--- src/rtl/dchf_pkg.sv ---
package dchf_pkg;

  localparam int unsigned RunW  = 16;
  localparam int unsigned MissW = 9;
  localparam int unsigned CfgW  = 8;

  localparam logic [RunW-1:0]  RUN_MAX  = '1;
  localparam logic [MissW-1:0] MISS_MAX = '1;

  // detector status codes on the input
  typedef enum logic [1:0] {
    FRM_RUNNING  = 2'd0,
    FRM_DISABLED = 2'd1,
    FRM_ERROR    = 2'd2,
    FRM_UNUSED   = 2'd3
  } frame_status_t;

  // reported tracking status
  typedef enum logic [2:0] {
    TRK_IDLE      = 3'd0,
    TRK_CANDIDATE = 3'd1,
    TRK_CONFIRMED = 3'd2,
    TRK_DISABLED  = 3'd3,
    TRK_ERROR     = 3'd4
  } track_status_t;

  // configuration register indexes
  typedef enum logic [0:0] {
    CFG_FRAMES_TO_CONFIRM = 1'b0,
    CFG_HOLDOVER_FRAMES   = 1'b1
  } cfg_index_t;

  typedef struct packed {
    logic [1:0]  frame_status;
    logic        has_detection;
    logic [7:0]  sign_code;
    logic [7:0]  label_code;
    logic [31:0] frame_time_ms;
  } in_item_t;

  typedef struct packed {
    logic [2:0]  track_status;
    logic [7:0]  tracked_sign;
    logic [7:0]  tracked_label;
    logic [15:0] run_length;
    logic [7:0]  needed_frames;
    logic [31:0] confirm_time_ms;
    logic [31:0] seen_time_ms;
  } out_item_t;

  typedef struct packed {
    logic [CfgW-1:0] frames_to_confirm;
    logic [CfgW-1:0] holdover_frames;
  } cfg_t;

endpackage

--- src/rtl/dchf_slot.sv ---
module dchf_slot (
  input  logic                clk,
  input  logic                rst_n,
  input  logic                advance,
  input  dchf_pkg::in_item_t  item,
  input  dchf_pkg::cfg_t      cfg,
  output dchf_pkg::out_item_t result
);

  logic                        valid_r, valid_nxt;
  logic                        conf_r, conf_nxt;
  logic [7:0]                  sign_r, sign_nxt;
  logic [7:0]                  label_r, label_nxt;
  logic [dchf_pkg::RunW-1:0]   run_r, run_nxt;
  logic [31:0]                 ctime_r, ctime_nxt;
  logic [31:0]                 stime_r, stime_nxt;
  logic [dchf_pkg::MissW-1:0]  miss_r, miss_nxt;

  logic [dchf_pkg::MissW-1:0]  miss_inc;
  logic [dchf_pkg::RunW-1:0]   run_inc;
  logic [dchf_pkg::RunW-1:0]   ftc_ext;
  logic                        same;
  logic                        show;
  dchf_pkg::track_status_t     status;

  assign miss_inc = (miss_r == dchf_pkg::MISS_MAX) ? miss_r : miss_r + 1'b1;
  assign run_inc  = (run_r == dchf_pkg::RUN_MAX) ? run_r : run_r + 1'b1;
  assign ftc_ext  = {{(dchf_pkg::RunW-dchf_pkg::CfgW){1'b0}}, cfg.frames_to_confirm};
  assign same     = valid_r && (sign_r == item.sign_code) && (label_r == item.label_code);

  always_comb begin
    valid_nxt = valid_r;
    conf_nxt  = conf_r;
    sign_nxt  = sign_r;
    label_nxt = label_r;
    run_nxt   = run_r;
    ctime_nxt = ctime_r;
    stime_nxt = stime_r;
    miss_nxt  = miss_r;
    status    = dchf_pkg::TRK_IDLE;
    show      = 1'b0;

    if (dchf_pkg::frame_status_t'(item.frame_status) != dchf_pkg::FRM_RUNNING) begin
      valid_nxt = 1'b0;
      conf_nxt  = 1'b0;
      miss_nxt  = '0;
      status    = (dchf_pkg::frame_status_t'(item.frame_status) == dchf_pkg::FRM_DISABLED)
                  ? dchf_pkg::TRK_DISABLED : dchf_pkg::TRK_ERROR;
    end else if (!item.has_detection) begin
      // holdover: keep reporting the slot while misses stay within the limit
      if (valid_r && (miss_inc <= {1'b0, cfg.holdover_frames})) begin
        miss_nxt = miss_inc;
        show     = 1'b1;
        status   = conf_r ? dchf_pkg::TRK_CONFIRMED : dchf_pkg::TRK_CANDIDATE;
      end else begin
        valid_nxt = 1'b0;
        conf_nxt  = 1'b0;
        miss_nxt  = '0;
      end
    end else begin
      miss_nxt = '0;
      show     = 1'b1;
      if (same && conf_r) begin
        run_nxt   = (run_inc < ftc_ext) ? ftc_ext : run_inc;
        stime_nxt = item.frame_time_ms;
        status    = dchf_pkg::TRK_CONFIRMED;
      end else if (same) begin
        run_nxt   = run_inc;
        stime_nxt = item.frame_time_ms;
        if (run_inc >= ftc_ext) begin
          conf_nxt  = 1'b1;
          ctime_nxt = item.frame_time_ms;
          status    = dchf_pkg::TRK_CONFIRMED;
        end else begin
          status = dchf_pkg::TRK_CANDIDATE;
        end
      end else begin
        // a new sign or label, or an empty slot, restarts the slot
        valid_nxt = 1'b1;
        sign_nxt  = item.sign_code;
        label_nxt = item.label_code;
        stime_nxt = item.frame_time_ms;
        if (cfg.frames_to_confirm <= 8'd1) begin
          conf_nxt  = 1'b1;
          run_nxt   = ftc_ext;
          ctime_nxt = item.frame_time_ms;
          status    = dchf_pkg::TRK_CONFIRMED;
        end else begin
          conf_nxt = 1'b0;
          run_nxt  = {{(dchf_pkg::RunW-1){1'b0}}, 1'b1};
          status   = dchf_pkg::TRK_CANDIDATE;
        end
      end
    end
  end

  always_comb begin
    result.track_status    = status;
    result.tracked_sign    = show ? sign_nxt : '0;
    result.tracked_label   = show ? label_nxt : '0;
    result.run_length      = show ? run_nxt : '0;
    result.needed_frames   = cfg.frames_to_confirm;
    result.confirm_time_ms = (show && conf_nxt) ? ctime_nxt : '0;
    result.seen_time_ms    = show ? stime_nxt : '0;
  end

  always_ff @(posedge clk) begin
    if (!rst_n) begin
      valid_r <= 1'b0;
      conf_r  <= 1'b0;
      miss_r  <= '0;
    end else if (advance) begin
      valid_r <= valid_nxt;
      conf_r  <= conf_nxt;
      miss_r  <= miss_nxt;
    end
  end

  // slot payload is only looked at while valid_r is set
  always_ff @(posedge clk) begin
    if (advance) begin
      sign_r  <= sign_nxt;
      label_r <= label_nxt;
      run_r   <= run_nxt;
      ctime_r <= ctime_nxt;
      stime_r <= stime_nxt;
    end
  end

endmodule

--- src/rtl/detection_confirm_holdover_filter.sv ---
// Confirms a detected sign over consecutive frames and holds it through short
// gaps. Each input request is one detector frame and yields exactly one result
// request. A request is captured in an input register, evaluated against the
// single tracked slot, and written to the output register, which raises
// out_valid; a full output register that is not drained holds the frame in the
// input register. One frame is taken every cycle as long as the output side
// keeps up. cfg_index 0 sets frames_to_confirm (reset 3), 1 sets
// holdover_frames (reset 5); write them only while no frame is in flight.
// The echoed needed_frames is the value at the time the frame is evaluated.
module detection_confirm_holdover_filter (
  input  logic                clk,
  input  logic                rst_n,
  // frame input
  input  logic                in_valid,
  output logic                in_ready,
  input  dchf_pkg::in_item_t  in_data,
  // tracking result
  output logic                out_valid,
  input  logic                out_ready,
  output dchf_pkg::out_item_t out_data,
  // configuration writes
  input  logic                cfg_we,
  input  logic [0:0]          cfg_index,
  input  logic [7:0]          cfg_wdata
);

  dchf_pkg::cfg_t      cfg_r;
  logic                in_vld_r;
  dchf_pkg::in_item_t  in_data_r;
  logic                out_vld_r;
  dchf_pkg::out_item_t out_data_r;
  dchf_pkg::out_item_t result;
  logic                advance;

  // A frame moves from the input register into the slot/output stage whenever
  // the output register is empty or being drained this cycle.
  assign advance  = in_vld_r && (!out_vld_r || out_ready);
  assign in_ready = !in_vld_r || advance;

  // Configuration registers
  always_ff @(posedge clk) begin
    if (!rst_n) begin
      cfg_r.frames_to_confirm <= 8'd3;
      cfg_r.holdover_frames   <= 8'd5;
    end else if (cfg_we) begin
      unique case (dchf_pkg::cfg_index_t'(cfg_index))
        dchf_pkg::CFG_FRAMES_TO_CONFIRM: cfg_r.frames_to_confirm <= cfg_wdata;
        dchf_pkg::CFG_HOLDOVER_FRAMES:   cfg_r.holdover_frames   <= cfg_wdata;
        default: ;
      endcase
    end
  end

  // Input register
  always_ff @(posedge clk) begin
    if (!rst_n) begin
      in_vld_r <= 1'b0;
    end else if (in_ready) begin
      in_vld_r <= in_valid;
    end
  end

  always_ff @(posedge clk) begin
    if (in_ready && in_valid) begin
      in_data_r <= in_data;
    end
  end

  // Tracked slot and per-frame decision
  dchf_slot u_slot (
    .clk     (clk),
    .rst_n   (rst_n),
    .advance (advance),
    .item    (in_data_r),
    .cfg     (cfg_r),
    .result  (result)
  );

  // Output register
  always_ff @(posedge clk) begin
    if (!rst_n) begin
      out_vld_r <= 1'b0;
    end else if (advance) begin
      out_vld_r <= 1'b1;
    end else if (out_ready) begin
      out_vld_r <= 1'b0;
    end
  end

  always_ff @(posedge clk) begin
    if (advance) begin
      out_data_r <= result;
    end
  end

  assign out_valid = out_vld_r;
  assign out_data  = out_data_r;

endmodule

--- config.mk ---
export PLATFORM = sky130hd
export DESIGN_NAME = detection_confirm_holdover_filter
export DESIGN_NICKNAME = d
export VERILOG_FILES = /design/src/rtl/dchf_pkg.sv /design/src/rtl/dchf_slot.sv /design/src/rtl/detection_confirm_holdover_filter.sv
export SDC_FILE = /design/constraint.sdc
export NUM_CORES = 1
export LEC_CHECK = 0
export BUFFER_PORTS_ARGS = -buffer_cell sky130_fd_sc_hd__buf_4
export CORE_ASPECT_RATIO = 2
export CORE_MARGIN = 4
export CORE_UTILIZATION = 25
export DETAILED_ROUTE_END_ITERATION = 6
export GPL_TIMING_DRIVEN = 1
export MAX_ROUTING_LAYER = met4
export SLEW_MARGIN = 20
export SYNTH_ARGS = -nofsm -noshare
export SYNTH_HDL_FRONTEND = slang
export SYNTH_SLANG_ARGS = --single-unit
--- constraint.sdc ---
create_clock -name clk -period 11.4 [get_ports clk]
set_input_delay 2.28 -clock clk [delete_from_list [all_inputs] [get_ports clk]]
set_output_delay 2.28 -clock clk [all_outputs]
set_load 0.1 [all_outputs]
==> flow_summary_export.csv, run 1 <==
group,metric,value,unit
route,ant_nets,0,
global_routing,grt_usage,0.135,
cts,cts_tree,"built",
cts,cts_root_buf,"clkbuf_16",
layout,final_common_cell,"edfxtp_1",
place,place.gp.congestion,0.848,
layout,area_growth,23.8,%
layout,drive_above_1_share,0.207,
timing,hold_viol,0,
floorplanning,coreArea,0.0484,mm2
floorplanning,dieArea,0.0528,mm2
worst_setup_path,crit_type,"reg2reg",
job,drv_cap,0,
worst_hold_path,min_from,"cfg_r[3]",
synthesis,synth_top_area_share,0.623,
timing,finalSetupViolations,0,
global_routing,grt_overflow,0,
floorplanning,pin_count,174,
cts,clk_pin_slew_worst_paths,0.07,ns
cts,cts_resized,0,
place,port_buffers,173,
timing,timing.fmax,184,MHz
route,drtIter0Drc,537,
global_routing,grt_max_degree,128,
worst_setup_path,r2r-end,"out_data[37]",
synthesis,yosys_warnings,0,
cts,cts-hold-fix-buffers,0,
route,vias,8540,
place,postPlaceCellArea,0.0142,mm2
worst_setup_path,cp_data_arrival_time,5.72,ns
power,leakagePower,5.59,nW
layout,design_area,0.0152,mm2
synthesis,ys_seq_elements,283,
synthesis,synthCells,1040,
place,dp_cells,1809,
worst_hold_path,holdPathStages,2,
run_status,outcome,"finished clean",
worst_setup_path,crit_chain,"ha_1 -> nand4_4 -> or3_1 -> nand4_1 -> xnor2_1 -> ha_1 -> a21o_1 -> a21o_1 -> a211oi_1 -> o211ai_1 -> or4b_1 -> a32oi_4 -> buf_16 -> a21oi_1",
worst_hold_path,min_path_type,"reg2reg",
synthesis,ys_top_cells_by_area,"edfxtp_1 62%, nand2_1 7.3%, dfxtp_1 4.7%",
synthesis,ys_seq_area_frac,0.670,
layout,final_cell_mix,"254 x edfxtp_1, 238 x nand2_1, 179 x buf_4, 109 x a21oi_1, 60 x nand3_1",
global_routing,grt_pass1_wl,52900,um
synthesis,synth_area,0.0122,mm2
layout,final_nets,1284,
worst_setup_path,crit_buf_inv,1,
timing,rsz0062_at_grt,"false",
floorplanning,die_x,165,um
timing,slew_viol_final,0,
floorplanning,initial_core_util,0.253,
route,post_drt_wl_per_cell,19.2,um
layout,antenna_cells,0,
worst_setup_path,cp.required,11.68,ns
route,viasPerCell,4.59,
cts,h-tree-depth,1,
synthesis,synth_edf_count,254,
worst_hold_path,worst_hold_path.endpoint,"cfg_r[3]",
layout,stdcell_count,1861,
worst_setup_path,ff2ff_setup_slack,5.96,ns
worst_setup_path,critPathSlowestCell,"or4b_1",
power,peakVddDrop,0.0796,mV
floorplanning,rows,114,
worst_setup_path,worstReg2RegStart,"u_slot.run_r[0]",
worst_setup_path,slowest_delay,0.94,ns
cts,cts.sinks,283,
timing,holdWs,0.461,ns
timing,worstMarginPinSlew,1.00,ns
worst_setup_path,critPathCaptureType,"register",
worst_setup_path,crit_fanout,20,
worst_setup_path,cp_top_family,"simple AND/OR/NAND/NOR gates",
cts,cts_setup_buffers,0,
place,hpwlAfterDp,25100,um
synthesis,async_reset_ff_frac,0,
route,drt_wl_total,35700,um
global_routing,grt_pass1_vias,8753,
synthesis,ys.flop_type,"edfxtp_1",
synthesis,syn_nets,1123,
timing,fin_skew,0.0163,ns
synthesis,syn_avg_cell_area,11.8,um2
cts,cts_buffers,28,
worst_setup_path,start_kind,"register",
worst_setup_path,reg2reg_depth,14,
power,power_density,161,mW/mm2
synthesis,synth_area_leader_cell,"edfxtp_1",
cts,cts_buffer_depth,3,
floorplanning,die_h,321,um
route,first_pass_iters,5,
timing,tns,0,ns
timing,period_share,0.477,
layout,fin_util,0.314,
global_routing,antenna_found_initial,0,
timing,slew_headroom,0.328,
synthesis,synth.distinct_cells,57,
timing,finalCriticalPeriod,5.44,ns
cts,clk_latency,0.56,ns
route,post-route-drc-count,0,
sequential cells by signal, indices dropped and copies added, names as in the netlist:
name / count
cfg_r: 16
in_data_r: 51
in_vld_r: 1
out_data: 107
out_valid: 1
u_slot.conf_r: 1
u_slot.ctime_r: 32
u_slot.label_r: 8
u_slot.miss_r: 9
u_slot.run_r: 16
u_slot.sign_r: 8
u_slot.stime_r: 32
u_slot.valid_r: 1
worst register-to-register path, delay by kind of cell, from the launching register on:
family / cells / cell delay, ns
buf+inv: 1 / 0.24
simple gates: 4 / 1.88
flops: 1 / 0.57
xor+xnor: 1 / 0.17
compound gates: 6 / 1.62
fa+ha+maj: 2 / 0.70
kinds of logic after synthesis:
| family | share of synthesized area |
|---|---|
| DFF | 0.670 |
| AOI/OAI and AO/OA | 0.0924 |
| buffers and inverters | 0.0258 |
| and+or+nand+nor | 0.156 |
| xor gates and xnor gates | 0.0215 |
| muxes | 0.0158 |
| adders and majority gates | 0.0184 |
worst max path at each step:
stage / start / to / slack [ns] / cells after the start
2_1_floorplan: out_ready / out_data[0] / 2.48 / 4
3_3_place_gp: u_slot.run_r[0] / out_data[105] / 5.73 / 13
3_5_place_dp: u_slot.run_r[0] / out_data[37] / 5.91 / 14
4_1_cts: u_slot.run_r[0] / out_data[37] / 5.86 / 14
5_1_grt: u_slot.run_r[0] / out_data[37] / 5.57 / 14
6_report: u_slot.run_r[0] / out_data[37] / 5.96 / 14
area by class of cell:
cell class / instances / area (um2)
fillers: 4925 / 33200
flip-flops and latches: 283 / 8210
multi-input cells: 682 / 3750
repair buffers: 181 / 1380
well taps: 638 / 798
clock buffers: 33 / 741
clock inverters: 19 / 185
inverters: 25 / 101
metrics by stage:
step	setup slack (ns)	power, mW
6_report	5.96	2.44
5_1_grt	5.57	2.53
4_1_cts	5.86	2.47
3_5_place_dp	5.91	1.52
3_3_place_gp	5.73	1.51
2_1_floorplan	2.48	1.43
where the power goes:
group	switching, mW	internal [mW]
logic	0.209	0.0653
clock network	0.414	0.535
registers	0.0303	1.19
cell usage after synthesis (3+ instances only):
| library cell | n |
|---|---|
| dfxtp_1 | 29 |
| nor2_1 | 29 |
| o211ai_1 | 8 |
| xor2_1 | 14 |
| nand4_1 | 13 |
| clkbuf_1 | 32 |
| o21ai_0 | 43 |
| mux2i_1 | 7 |
| edfxtp_1 | 254 |
| a31oi_1 | 6 |
| inv_1 | 24 |
| or4_1 | 5 |
| nand3_1 | 60 |
| mux2_2 | 11 |
| and3_1 | 4 |
| nand2_1 | 239 |
| nor4_1 | 5 |
| or3_1 | 6 |
| xnor2_1 | 16 |
| nor2b_1 | 5 |
| buf_6 | 3 |
| a22oi_1 | 3 |
| buf_2 | 8 |
| o21ai_1 | 10 |
| nand2b_1 | 4 |
| nor3_1 | 7 |
| ha_1 | 18 |
| or2_2 | 3 |
| a21oi_1 | 109 |
| a21o_1 | 4 |
| and4_1 | 4 |
| buf_1 | 5 |
| and2_1 | 20 |
routing by layer:
metal  wire (um)  up-vias  track usage
met3        2140       62       0.0247
met2       19100      268        0.244
met4        1350        0       0.0525
li1            -     4110            -
met5           0        -            -
met1       13100     4100        0.145
Power figures use the tool's default switching activity.
==> run 2: changes to the inputs <==
==> constraint.sdc (replaced) <==
create_clock -name clk -period 4.95 [get_ports clk]
set_input_delay 0.99 -clock clk [delete_from_list [all_inputs] [get_ports clk]]
set_output_delay 0.99 -clock clk [all_outputs]
set_load 0.1 [all_outputs]
==> flow_summary_export.csv, run 2 (same netlist as run 1, synthesis figures left out) <==
group,metric,value,unit
cts,clk_latency,0.59,ns
route,viasPerCell,4.68,
power,leakagePower,5.65,nW
timing,fin_skew,0.0196,ns
place,port_buffers,173,
floorplanning,initial_core_util,0.253,
global_routing,grt_pass1_vias,8953,
route,post-route-drc-count,0,
cts,cts_resized,0,
route,ant_nets,0,
floorplanning,die_x,165,um
worst_setup_path,crit_type,"reg2reg",
worst_setup_path,start_kind,"register",
worst_setup_path,crit_fanout,33,
route,vias,8755,
cts,cts_root_buf,"clkbuf_16",
place,postPlaceCellArea,0.0143,mm2
cts,clk_pin_slew_worst_paths,0.07,ns
timing,slew_headroom,0.345,
worst_hold_path,min_path_type,"reg2reg",
global_routing,grt_usage,0.138,
timing,finalCriticalPeriod,4.63,ns
cts,cts-hold-fix-buffers,0,
job,drv_cap,0,
layout,largest_reg_flops,107,
global_routing,antenna_found_initial,2,
cts,cts_buffer_depth,3,
layout,final_cell_mix,"254 x edfxtp_1, 238 x nand2_1, 187 x buf_4, 109 x a21oi_1, 60 x nand3_1",
global_routing,grt_pass1_wl,53700,um
timing,worstMarginPinSlew,0.980,ns
layout,design_area,0.0153,mm2
route,first_pass_iters,7,
worst_setup_path,cp_data_arrival_time,4.95,ns
timing,timing.fmax,216,MHz
route,drt_wl_total,36100,um
timing,period_share,0.936,
cts,cts.sinks,283,
power,peakVddDrop,0.229,mV
run_status,outcome,"finished clean",
timing,finalSetupViolations,0,
floorplanning,pin_count,174,
route,post_drt_wl_per_cell,19.3,um
timing,hold_viol,0,
global_routing,grt_max_degree,82,
worst_setup_path,critPathCaptureType,"register",
floorplanning,die_h,321,um
timing,slew_viol_final,0,
cts,h-tree-depth,1,
timing,rsz0062_at_grt,"false",
layout,final_common_cell,"edfxtp_1",
power,power_density,376,mW/mm2
floorplanning,rows,114,
layout,final_nets,1293,
layout,area_growth,24.8,%
cts,cts_setup_buffers,0,
route,drtIter0Drc,557,
place,place.gp.congestion,0.879,
place,hpwlAfterDp,25100,um
place,dp_worst_setup_slack,0.435,ns
layout,drive_above_1_share,0.214,
timing,tns,0,ns
global_routing,grt_overflow,0,
timing,holdWs,0.457,ns
floorplanning,dieArea,0.0528,mm2
cts,cts_buffers,29,
worst_setup_path,cp.required,5.27,ns
timing,setup_slack,0.317,ns
cts,cts_tree,"built",
power,total_power,5.74,mW
floorplanning,coreArea,0.0484,mm2
run 2: final timing paths:
path	cells after the start	end	startpoint	slack [ns]
hold reg to reg	2	cfg_r[7]	cfg_r[7]	0.46
setup reg to reg	14	out_data[35]	u_slot.run_r[1]	0.32
setup / recovery	14	out_data[35]	u_slot.run_r[1]	0.32
hold / removal	2	cfg_r[7]	cfg_r[7]	0.46
run 2: power breakdown:
part | leakage (nW) | internal, mW | switching, mW | total [mW]
Sequential | 2.66 | 2.73 | 0.0665 | 2.80
Clock | 0.477 | 1.30 | 0.999 | 2.30
Combinational | 2.52 | 0.153 | 0.488 | 0.640
Total | 5.65 | 4.19 | 1.55 | 5.74
run 2: worst max-delay path: stages, from the launching register on:
cell and delay [ns]:
edfxtp_1 0.47, ha_1 0.38, nand4_4 0.18, or3_1 0.55
nand4_1 0.18, xnor2_1 0.16, ha_1 0.29, a21o_1 0.17
a21o_1 0.19, a211oi_1 0.34, o211ai_1 0.23, or4b_1 0.63
a32oi_4 0.22, buf_12 0.24, a21oi_1 0.08
run 2: stage by stage:
step	std cells	util
2_1_floorplan	1040	-
3_3_place_gp	1817	0.296
3_5_place_dp	1817	0.296
4_1_cts	1870	0.316
5_1_grt	1872	0.316
6_report	1872	0.316
run 2: cell type report:
| class | instances | area (um2) |
|---|---|---|
| multi-input combinational | 682 | 3750 |
| inverter | 25 | 101 |
| clock inverter | 17 | 223 |
| clock buffer | 36 | 752 |
| antenna | 2 | 5.00 |
| tap | 638 | 798 |
| fill | 4900 | 33100 |
| sequential | 283 | 8210 |
| timing repair buffer | 189 | 1440 |
run 2: per-layer routing:
| layer | global-route usage | wire length (um) |
|---|---|---|
| met2 | 0.251 | 19500 |
| met5 | - | 0 |
| met3 | 0.0195 | 1740 |
| met4 | 0.0636 | 1560 |
| met1 | 0.145 | 13300 |
==> run 3: changes to the inputs <==
--- a/config.mk
+++ b/config.mk
@@ -6,12 +6,15 @@
 export NUM_CORES = 1
 export LEC_CHECK = 0
 export BUFFER_PORTS_ARGS = -buffer_cell sky130_fd_sc_hd__buf_4
+export CELL_PAD_IN_SITES_DETAIL_PLACEMENT = 0
+export CELL_PAD_IN_SITES_GLOBAL_PLACEMENT = 1
 export CORE_ASPECT_RATIO = 2
-export CORE_MARGIN = 4
+export CORE_MARGIN = 3
 export CORE_UTILIZATION = 25
 export DETAILED_ROUTE_END_ITERATION = 6
 export GPL_TIMING_DRIVEN = 1
 export MAX_ROUTING_LAYER = met4
+export PLACE_DENSITY = 0.5
 export SLEW_MARGIN = 20
 export SYNTH_ARGS = -nofsm -noshare
 export SYNTH_HDL_FRONTEND = slang
==> flow_summary_export.csv, run 3 (same netlist as run 1, synthesis figures left out) <==
group,metric,value,unit
run_status,outcome,"finished clean",
worst_setup_path,ff2ff_setup_slack,0.34,ns
layout,final_common_cell,"edfxtp_1",
worst_setup_path,worstReg2RegStart,"u_slot.run_r[1]",
worst_setup_path,crit_type,"reg2reg",
layout,antenna_cells,0,
worst_setup_path,critPathCapture,"out_data[37]",
power,total_power,5.96,mW
route,first_pass_iters,6,
power,p_seq_frac,0.469,
worst_setup_path,cp-startpoint,"u_slot.run_r[1]",
worst_hold_path,min_path_type,"reg2reg",
route,post-route-drc-count,0,
global_routing,antenna_found_initial,0,
floorplanning,pin_count,174,
layout,final_nets,1295,
timing,tns,0,ns
timing,fin_skew,0.0131,ns
worst_setup_path,critPathCaptureType,"register",
timing,slew_headroom,0.351,
worst_setup_path,crit_fanout,33,
route,viasPerCell,4.58,
floorplanning,dieArea,0.0518,mm2
global_routing,grt_pass1_vias,8834,
cts,cts_root_buf,"clkbuf_16",
global_routing,grt_overflow,0,
floorplanning,coreArea,0.0484,mm2
timing,rsz0062_at_grt,"false",
cts,cts-hold-fix-buffers,0,
worst_setup_path,cp_data_arrival_time,4.93,ns
place,hpwlAfterDp,24900,um
place,port_buffers,173,
cts,clk_latency,0.58,ns
timing,finalSetupViolations,0,
timing,finalCriticalPeriod,4.61,ns
floorplanning,die_x,163,um
floorplanning,initial_core_util,0.253,
route,post_drt_wl_per_cell,19.8,um
worst_setup_path,r2r-end,"out_data[37]",
power,clock_power_share,0.423,
worst_setup_path,cp.required,5.26,ns
place,place.gp.congestion,0.814,
cts,h-tree-depth,1,
timing,slew_viol_final,0,
cts,cts_tree,"built",
layout,final_cell_mix,"254 x edfxtp_1, 238 x nand2_1, 188 x buf_4, 109 x a21oi_1, 60 x nand3_1",
power,leakagePower,5.72,nW
power,p_int,4.39,mW
route,drt_wl_total,37200,um
route,drtIter0Drc,466,
timing,timing.fmax,217,MHz
floorplanning,die_h,319,um
cts,clk_pin_slew_worst_paths,0.06,ns
power,p_sw,1.56,mW
layout,largest_reg_flops,107,
global_routing,grt_max_degree,117,
worst_setup_path,start_kind,"register",
layout,drive_above_1_share,0.219,
timing,period_share,0.932,
cts,cts_buffers,30,
cts,cts_buffer_depth,3,
route,vias,8590,
global_routing,grt_usage,0.143,
power,peakVddDrop,0.203,mV
timing,worstMarginPinSlew,0.970,ns
power,power_density,387,mW/mm2
cts,cts.sinks,283,
job,drv_cap,0,
power,swShare,0.262,
floorplanning,rows,114,
layout,nFillCells,4898,
power,power.share.combinational,0.108,
cts,cts_resized,0,
worst_setup_path,reg2reg_depth,14,
cts,cts_setup_buffers,0,
route,ant_nets,0,
global_routing,grt_pass1_wl,54600,um
timing,hold_viol,0,
layout,area_growth,25.8,%
==> run 3: cell types whose count changed in the layout (fill, tap and decap cells not counted), sizes merged <==
cell,delta
inv,-2
clkinv,+1
clkbuf,+3
diode,-2
bufinv,+1
buf,+1
==> run 3: power groups by stage <==
| stage | logic, mW | clock network (mW) | registers [mW] |
|---|---|---|---|
| after global placement | 0.650 | 0 | 2.85 |
| after detailed placement | 0.655 | 0 | 2.85 |
| after global routing | 0.688 | 2.68 | 2.81 |
| after CTS | 0.656 | 2.60 | 2.80 |
| final | 0.644 | 2.52 | 2.79 |
| after floorplan | 0.189 | 0 | 3.10 |
==> run 3: per-stage QoR <==
stage               instance area [um2]  std cells  setup WS [ns]   util  hold slack, ns
global placement                  14300       1818          0.484  0.296           0.448
finish                            15400       1874          0.336  0.319           0.457
detailed placement                14300       1818          0.354  0.296           0.453
CTS                               15400       1874          0.341  0.319           0.462
floorplan                         12200       1040          0.526      -           0.430
global route                      15400       1874         0.0515  0.319           0.470
==> run 3: worst max-delay path: stages, from the launching register on <==
cell	delay (ns)
edfxtp_1	0.48
ha_1	0.38
nand4_4	0.18
or3_1	0.54
nand4_1	0.17
xnor2_1	0.16
ha_1	0.29
a21o_1	0.17
a21o_1	0.20
a211oi_1	0.40
o211ai_1	0.22
or4b_1	0.61
a32oi_4	0.21
buf_12	0.26
a21oi_1	0.08
==> run 3: worst min path at each step <==
stage | start | to | slack (ns) | cells past startpoint
after floorplan | cfg_r[9] | out_data[65] | 0.43 | 0
after global placement | cfg_r[15] | out_data[71] | 0.45 | 0
after detailed placement | cfg_r[5] | cfg_r[5] | 0.45 | 2
after CTS | cfg_r[5] | cfg_r[5] | 0.46 | 2
after global routing | cfg_r[4] | cfg_r[4] | 0.47 | 2
final | cfg_r[5] | cfg_r[5] | 0.46 | 2
==> run 3: layout make-up <==
| class | count | area (um2) | share of cell area |
|---|---|---|---|
| flip-flops and latches | 283 | 8210 | 0.533 |
| inverters | 25 | 101 | 0.00658 |
| multi-input cells | 682 | 3750 | 0.243 |
| clock inverters | 17 | 220 | 0.0143 |
| clock buffers | 39 | 876 | 0.0569 |
| well taps | 638 | 798 | 0.0518 |
| repair buffers | 190 | 1450 | 0.0942 |
==> run 3: routing by layer <==
layer | wire length [um] | global-route usage | up-vias
met3 | 1740 | 0.0212 | 58
met4 | 1070 | 0.0476 | 0
met2 | 20300 | 0.265 | 215
met1 | 14000 | 0.155 | 4184
li1 | - | - | 4133
met5 | 0 | - | -
